### config.mk
export PLATFORM = sky130hd
export DESIGN_NAME = move_to_front_list_unit
export DESIGN_NICKNAME = d
export VERILOG_FILES = /design/src/rtl/mtf_pkg.sv /design/src/rtl/move_to_front_list_unit.sv /design/src/rtl/mtf_datapath.sv /design/src/rtl/mtf_control.sv
export SDC_FILE = /design/constraint.sdc
export NUM_CORES = 1
export LEC_CHECK = 0
export BUFFER_PORTS_ARGS = -buffer_cell sky130_fd_sc_hd__buf_2
export CAP_MARGIN = 20
export CELL_PAD_IN_SITES_DETAIL_PLACEMENT = 1
export CELL_PAD_IN_SITES_GLOBAL_PLACEMENT = 1
export CORE_ASPECT_RATIO = 1.5
export CORE_MARGIN = 2
export CORE_UTILIZATION = 45
export CTS_CLUSTER_SIZE = 10
export DETAILED_ROUTE_END_ITERATION = 10
export PLACE_DENSITY_LB_ADDON = 0.1
export SLEW_MARGIN = 20
export SYNTH_ARGS = -nofsm -noshare
export SYNTH_HDL_FRONTEND = slang
export SYNTH_HIERARCHICAL = 1
export SYNTH_SLANG_ARGS = --single-unit
### constraint.sdc
create_clock -name clk -period 10.7 [get_ports clk]
set_input_delay 2.675 -clock clk [delete_from_list [all_inputs] [get_ports clk]]
set_output_delay 2.675 -clock clk [all_outputs]
set_load 0.05 [all_outputs]
### src/rtl/mtf_pkg.sv
`default_nettype none
// ----------------------------------------------------------------------------
// mtf_pkg
// Shared types, codes and sizes for the move-to-front list unit.
// ----------------------------------------------------------------------------
package mtf_pkg;

  localparam int DEPTH   = 16;
  localparam int COUNT_W = $clog2(DEPTH + 1);
  localparam int INDEX_W = 4;
  localparam int CMP_W   = (COUNT_W > INDEX_W) ? COUNT_W : INDEX_W;
  localparam int WORD_W  = 32;

  typedef enum logic [1:0] {
    CMD_INSERT = 2'd0,
    CMD_FETCH  = 2'd1,
    CMD_POP    = 2'd2,
    CMD_NONE   = 2'd3
  } cmd_t;

  typedef enum logic [1:0] {
    STAT_OK        = 2'd0,
    STAT_EMPTY     = 2'd1,
    STAT_BAD_INDEX = 2'd2,
    STAT_FULL      = 2'd3
  } stat_t;

  typedef enum logic {
    ST_IDLE = 1'b0,
    ST_BUSY = 1'b1
  } state_t;

  typedef struct packed {
    logic [1:0]                command;
    logic signed [WORD_W-1:0]  item_value;
    logic [INDEX_W-1:0]        item_index;
  } req_t;

  typedef struct packed {
    logic signed [WORD_W-1:0]  result_value;
    logic [1:0]                status;
  } rsp_t;

  typedef struct packed {
    logic load;
    logic exec;
  } ctl_t;

endpackage
`default_nettype wire

### src/rtl/move_to_front_list_unit.sv
`default_nettype none
// Move-to-front list unit.
// A request is captured into the request register, then run into the result
// register; a new request is taken only after the last one has run, and the
// list update runs through the per-position shift muxes when the request runs.
// A stalled result holds off the run of the next request until it drains.
// Reset (synchronous, active high) empties the list; stored words stay unset.
// ----------------------------------------------------------------------------
// move_to_front_list_unit
// Bounded list with insert-at-front, fetch-and-move-to-front and pop-front.
// ----------------------------------------------------------------------------
module move_to_front_list_unit (
  input  wire logic          clk,
  input  wire logic          rst,
  input  wire logic          req_valid,
  output logic               req_stall,
  input  wire mtf_pkg::req_t req,
  output logic               rsp_valid,
  input  wire logic          rsp_stall,
  output mtf_pkg::rsp_t      rsp
);
  import mtf_pkg::*;

  ctl_t ctl;

  mtf_control u_control (
    .clk       (clk),
    .rst       (rst),
    .req_valid (req_valid),
    .req_stall (req_stall),
    .rsp_valid (rsp_valid),
    .rsp_stall (rsp_stall),
    .ctl       (ctl)
  );

  mtf_datapath u_datapath (
    .clk (clk),
    .rst (rst),
    .ctl (ctl),
    .req (req),
    .rsp (rsp)
  );

endmodule
`default_nettype wire

### src/rtl/mtf_datapath.sv
`default_nettype none
// ----------------------------------------------------------------------------
// mtf_datapath
// Request register, list storage with per-position shift muxes, entry count
// and result register.
// ----------------------------------------------------------------------------
module mtf_datapath (
  input  wire logic          clk,
  input  wire logic          rst,
  input  wire mtf_pkg::ctl_t ctl,
  input  wire mtf_pkg::req_t req,
  output mtf_pkg::rsp_t      rsp
);
  import mtf_pkg::*;

  req_t                req_q;
  logic [WORD_W-1:0]   entries [DEPTH];
  logic [WORD_W-1:0]   entries_next [DEPTH];
  logic [COUNT_W-1:0]  count;
  logic [COUNT_W-1:0]  count_next;
  rsp_t                rsp_q;
  rsp_t                rsp_next;

  always_comb begin
    logic [WORD_W-1:0] got;
    logic [CMP_W-1:0]  idx;
    logic              empty;
    logic              full;
    logic              bad_idx;
    got     = '0;
    idx     = CMP_W'(req_q.item_index);
    empty   = (count == '0);
    full    = (count == COUNT_W'(DEPTH));
    bad_idx = (idx >= CMP_W'(count));
    for (int p = 0; p < DEPTH; p++) begin
      entries_next[p] = entries[p];
      if (idx == CMP_W'(p)) begin
        got = entries[p];
      end
    end
    count_next = count;
    rsp_next   = '{result_value: '0, status: STAT_OK};
    unique case (cmd_t'(req_q.command))
      CMD_INSERT: begin
        if (full) begin
          rsp_next.status = STAT_FULL;
        end else begin
          entries_next[0] = req_q.item_value;
          for (int p = 1; p < DEPTH; p++) begin
            entries_next[p] = entries[p-1];
          end
          count_next = count + 1'b1;
        end
      end
      CMD_FETCH: begin
        if (empty) begin
          rsp_next.status = STAT_EMPTY;
        end else if (bad_idx) begin
          rsp_next.status = STAT_BAD_INDEX;
        end else begin
          entries_next[0] = got;
          for (int p = 1; p < DEPTH; p++) begin
            if (CMP_W'(p) <= idx) begin
              entries_next[p] = entries[p-1];
            end
          end
          rsp_next.result_value = got;
        end
      end
      CMD_POP: begin
        if (empty) begin
          rsp_next.status = STAT_EMPTY;
        end else begin
          rsp_next.result_value = entries[0];
          for (int p = 0; p < DEPTH - 1; p++) begin
            entries_next[p] = entries[p+1];
          end
          count_next = count - 1'b1;
        end
      end
      CMD_NONE: begin
      end
    endcase
  end

  always_ff @(posedge clk) begin
    if (rst) begin
      count <= '0;
    end else if (ctl.exec) begin
      count <= count_next;
    end
  end

  always_ff @(posedge clk) begin
    if (ctl.load) begin
      req_q <= req;
    end
    if (ctl.exec) begin
      entries <= entries_next;
      rsp_q   <= rsp_next;
    end
  end

  assign rsp = rsp_q;

endmodule
`default_nettype wire

### src/rtl/mtf_control.sv
`default_nettype none
// ----------------------------------------------------------------------------
// mtf_control
// Request sequencer: capture a request, run it once the result register is
// free, and track the result valid flag.
// ----------------------------------------------------------------------------
module mtf_control (
  input  wire logic     clk,
  input  wire logic     rst,
  input  wire logic     req_valid,
  output logic          req_stall,
  output logic          rsp_valid,
  input  wire logic     rsp_stall,
  output mtf_pkg::ctl_t ctl
);
  import mtf_pkg::*;

  state_t state;
  state_t state_next;
  logic   rsp_valid_next;

  always_comb begin
    state_next = state;
    unique case (state)
      ST_IDLE: begin
        if (req_valid) begin
          state_next = ST_BUSY;
        end
      end
      ST_BUSY: begin
        if (ctl.exec) begin
          state_next = ST_IDLE;
        end
      end
    endcase
  end

  always_comb begin
    ctl.load       = 1'b0;
    ctl.exec       = 1'b0;
    req_stall      = 1'b0;
    unique case (state)
      ST_IDLE: begin
        ctl.load = req_valid;
      end
      ST_BUSY: begin
        req_stall = 1'b1;
        // run only when the result register is empty or being drained
        ctl.exec  = !rsp_valid || !rsp_stall;
      end
    endcase
    rsp_valid_next = ctl.exec || (rsp_valid && rsp_stall);
  end

  always_ff @(posedge clk) begin
    if (rst) begin
      state     <= ST_IDLE;
      rsp_valid <= 1'b0;
    end else begin
      state     <= state_next;
      rsp_valid <= rsp_valid_next;
    end
  end

endmodule
`default_nettype wire

## Yosys cells after proc, flatten, opt, wreduce, memory -nomap -nowiden

Index checks and enable logic that the tools add are counted.

| storage, ports and cells | value |
|---|---|
| flip-flop bits (word level) | 591 |
| input bits | 42 |
| output and inout port bits | 36 |
| word-level logic and storage cells | 163 |

| cells by class | value |
|---|---|
| add/sub/neg operators | 2 |
| $lt $le $gt $ge | 16 |
| equality and inequality tests | 37 |
| muxes and demuxes | 55 |
| bitwise logic cells | 1 |
| reductions and logical operators | 28 |

Operators with widths:

| kind | number |
|---|---|
| $mux W512 | 3 |
| $pmux W480 S3 | 1 |
| $mux W32 | 34 |
| $mux W480 | 1 |
| $pmux W32 S2 | 2 |
| $reduce_and A7 Y1 | 14 |
| $eq A4 B4 Y1 const B | 8 |
| $le A4 B4 Y1 const A | 8 |
| $ne A2 B1 Y1 const B | 15 |
| $eq A4 B3 Y1 const B | 4 |
| $le A3 B4 Y1 const A | 4 |
| $reduce_and A6 Y1 | 2 |
| $mux W5 | 2 |
| $pmux W5 S2 | 1 |
| $eq A4 B2 Y1 const B | 2 |
| $le A2 B4 Y1 const A | 2 |
| $ne A2 B2 Y1 const B | 4 |
| $mux W1 | 6 |
| $mux W2 | 3 |
| $pmux W2 S3 | 1 |
| $add A5 B1 Y5 const B | 1 |
| $eq A5 B5 Y1 const B | 1 |
| $ge A4 B5 Y1 | 1 |
| $logic_not A5 Y1 | 1 |
| 15 further kinds | 18 |

## Depth between registers and ports, before layout

| depth | value |
|---|---|
| depth after elaboration | 20 |
| gate-level depth with buffers | 12 |

## Cells and area by module

Netlist, hierarchy kept.

Modules (own cells, without submodules):

| module | times used | cells each | area each (um^2) | sequential area each (um^2) |
|---|---|---|---|---|
| mtf_datapath | 1 | 2,317 | 29,194.2 | 17,636.9 |
| mtf_control | 1 | 9 | 92.6 | 40.0 |

## Worst setup path after synthesis

Ideal clock, no wire load.

| timing path | value |
|---|---|
| path type | in2reg |
| from | input rsp_stall |
| to | register u_datapath/entries[192] (netlist name) (enable) |
| setup time | 0.432 ns |
| arrival | 6.958 ns |
| data required time | 10.268 ns |
| slack | 3.311 ns |
| stages on the path | 6 |
| buffers on the path | 2 |
| cell sequence | a21boi_1 o21ai_0 or2_2 clkbuf_1 buf_2 a21oi_1 |

| on the way | value |
|---|---|
| word-level cells in the longest chain between the ends | 4 |

RTL lines:

| item | RTL line | RTL |
|---|---|---|
| from (decl) | move_to_front_list_unit.sv:19 | `input wire logic rsp_stall,` |
| $logic_not A1 Y1 | mtf_control.sv:49 | `ctl.exec = !rsp_valid \|\| !rsp_stall;` |
| $logic_or A1 B1 Y1 | mtf_control.sv:49 |  |
| $mux W1 | mtf_control.sv:42 | `unique case (state)` |
| $reduce_and A7 Y1 (no line) | - |  |
| to (signal assigned) | mtf_datapath.sv:99 | `entries <= entries_next;` |
| to (decl) | mtf_datapath.sv:17 | `logic [WORD_W-1:0] entries [DEPTH];` |

Every way passes these cells.
A chain may end at the register's enable or synchronous reset.

==> results.md <==
- Outcome: finished, final reports clean
- DR iter-0 viols: 2474
- H-tree level count: 3
- Critical Path AT: 5.18 ns
- Layout cells sized above 1: 0.1244
- Vias in the first global route: 23.20k
- Final period util: 0.4617
- Post-route ant nets: 0
- Max FO, Critical Path: 21
- Number of buffers created by CTS: 70
- Crit start category: primary input
- Setup crit end kind: register
- Largest net degree at the start of global routing: 203
- Routability Congestion: 0.8368
- Clock sink count: 591
- Post-Syn Area: 29290 um2
- Multi-input gate area: 10760 um2
- Area leader, netlist: edfxtp_1
- FF+latch count, synth: 591
- Via count: 22.59k
- Worst min path class: reg -> reg
- CTS tree: done
- Ys flop type: edfxtp_1
- Post-cts sizing count: 0
- Slew HR: 0.1879
- Max stage delay on crit path: 0.83 ns
- Post-Place Cells: 3107
- DIE AREA: 67180 um2
- Hold Buf Count CTS: 0
- Clk_skew: 0.02447 ns
- LEAKAGE: 11.06 nW
- Total GRT Usage: 0.3166
- Unrepaired setup endpoints after global routing: no
- Grt ovf: 0
- Drt wl/cell: 33.24 um
- Ys Warns: 6
- Sequential area share after synthesis: 0.6036
- Fin. max-slew vios: 0
- CTS root buffer: clkbuf_16
- Post-synth EDFFs: 584
- DR vias/cell: 7.055
- Worst-path clk slew: 0.06 ns
- Synth top area cells: edfxtp_1 (60%), a22o_1 (14%), nor2_1 (2.4%)
- Num ports: 78
- Fillers: 6546
- Register Area: 17680 um2
- Routed Wire Length: 106.4 mm
- Die Height: 316.4 um
- Area grow syn2layout: 10.93%
- Worst setup path category: in -> reg
- FFs w/ async S/R, synth: 0
- IO buf count: 77
- First-pass GRT wire length: 157.0 mm
- Post-synth cell types: 80
- Worst EP required: 10.94 ns
- Hold Vio Cnt, Final: 0
- Drt pass-1 iters: 8
- Endpoints failing setup: 0
- Nets: 2363
- Final Non-Filler Cells: 3202
- Cell Pwr Density: 174.6 nW/um2
- Setup bufs post-CTS: 0
- Die W: 212.3 um
- Crit path cell chain: buf_2 > a21boi_4 > o21ai_0 > or2_2 > a21oi_4 > buf_4
- Minimum clock period: 4.941 ns
- Critical path's slowest cell: a21oi_4
- DRC viols: 0
- Share of the synthesized area in the top cell type: 0.5988
- Fin Setup TNS: 0 ns
- Tot Pwr: 0.005673 W
- Starting Density: 0.4543
- Maxcap violations: 0
- Clock Latency Late Sink: 0.62 ns
- Initial antenna violation count: 1
- Syn avg cell area: 12.59 um2
- HPWL Detailed: 63.64 mm
- Slew at the pin closest to its max-slew limit: 1.215 ns
- Post-placement cell area: 30530 um2
- Core ar.: 64470 um2
- Floorplan row count: 114
- Final instance area: 32490 um2
- Max Freq: 0.2024 GHz
- Gate Count Post-Synth: 2326
- Syn Nets: 2380
- Maximum vdd drop: 0.0001065 V
- CTS max path bufs: 3
-- registers in the layout, indices dropped and copies added (netlist names) --
| register | cells |
|---|---|
| u_control/rsp_valid | 1 |
| u_datapath/count | 5 |
| u_datapath/entries | 512 |
| u_datapath/req_q | 38 |
| u_control/state | 1 |
| u_datapath/rsp | 34 |
-- worst max-delay path, delay by kind of cell --
family                 cells  cell delay (ns)
buffers and inverters      2             0.71
and+or+nand+nor            1             0.63
AOI/OAI and AO/OA          3             1.11
-- stage by stage --
| stage | hold WS (ns) | util | setup slack [ns] |
|---|---|---|---|
| after floorplan | 0.4453 | - | 3.311 |
| after global placement | 0.4622 | 0.4730 | 5.229 |
| after detailed placement | 0.4659 | 0.4735 | 5.187 |
| after CTS | 0.4932 | 0.5038 | 5.857 |
| after global routing | 0.5052 | 0.5039 | 5.765 |
| final | 0.4942 | 0.5039 | 5.759 |
-- logic make-up after synthesis --
| family | Yosys count | synth area share |
|---|---|---|
| muxes | 58 | 0.02076 |
| AOI/OAI and AO/OA | 1042 | 0.2735 |
| and+or+nand+nor | 371 | 0.05887 |
| buffers and inverters | 249 | 0.03704 |
| adders and majority gates | 12 | 0.005383 |
| xor gates and xnor gates | 3 | 0.0008973 |
| DFF | 591 | 0.6036 |
-- cells in the final DEF, fill, tap and decap left out, drive strengths merged, types with 27 or more instances in the layout --
cell     count
a21boi      35
a21oi      127
a22o       453
a2bb2oi     36
buf        143
clkbuf      88
edfxtp     584
mux2i       36
nand2       59
nor2       187
nor2b       38
o21ai      138
o22ai       33
o32ai       27
-- cell usage after synthesis, drive strengths merged, types with 8 or more instances --
| master | count |
|---|---|
| edfxtp | 584 |
| a22o | 453 |
| nor2 | 187 |
| clkbuf | 144 |
| o21ai | 138 |
| a21oi | 127 |
| buf | 88 |
| nand2 | 59 |
| nor2b | 38 |
| a2bb2oi | 36 |
| mux2i | 36 |
| a21boi | 35 |
| o22ai | 33 |
| o32ai | 27 |
| a22oi | 24 |
| nor3 | 24 |
| mux2 | 22 |
| a21o | 21 |
| a221o | 21 |
| a222oi | 21 |
| a32o | 19 |
| and3 | 19 |
| a211oi | 17 |
| inv | 16 |
| o221ai | 13 |
| ha | 11 |
| nand2b | 9 |
| o211ai | 9 |
| nand3 | 8 |
-- where the power goes --
| group | internal, W | switching, W | total, W |
|---|---|---|---|
| sequential | 0.00268 | 0.0000781 | 0.00276 |
| clock | 0.00124 | 0.000949 | 0.00219 |
| combinational | 0.000255 | 0.000475 | 0.000730 |
| total | 0.00417 | 0.00150 | 0.00567 |
-- area by class of cell --
type,count,area share
inverters,17,0.002003
well taps,870,0.03351
flip-flops and latches,591,0.5441
clock buffers,88,0.05862
repair buffers,143,0.02889
diodes,1,0.00007703
multi-input cells,1486,0.3313
clock inverters,6,0.001502
-- path summary, 6_finish.rpt --
check                                                      start                                end  slack, ns  cells past startpoint
worst max register to register     u_datapath/req_q[1]$_DFFE_PP_  u_datapath/entries[419]$_DFFE_PP_       5.86                      9
worst min register to register  u_datapath/entries[54]$_DFFE_PP_   u_datapath/entries[22]$_DFFE_PP_       0.49                      0
worst min-delay path            u_datapath/entries[54]$_DFFE_PP_   u_datapath/entries[22]$_DFFE_PP_       0.49                      0
worst max-delay path                                   rsp_stall  u_datapath/entries[419]$_DFFE_PP_       5.76                      6
-- per-layer routing --
metal | GRT usage | wire length (um)
met1 | 0.4022 | 41840
met2 | 0.5331 | 52730
met3 | 0.04140 | 6496
met4 | 0.1589 | 5377
met5 | 0 | 0
Note: power is estimated with default switching activity, not from simulation.
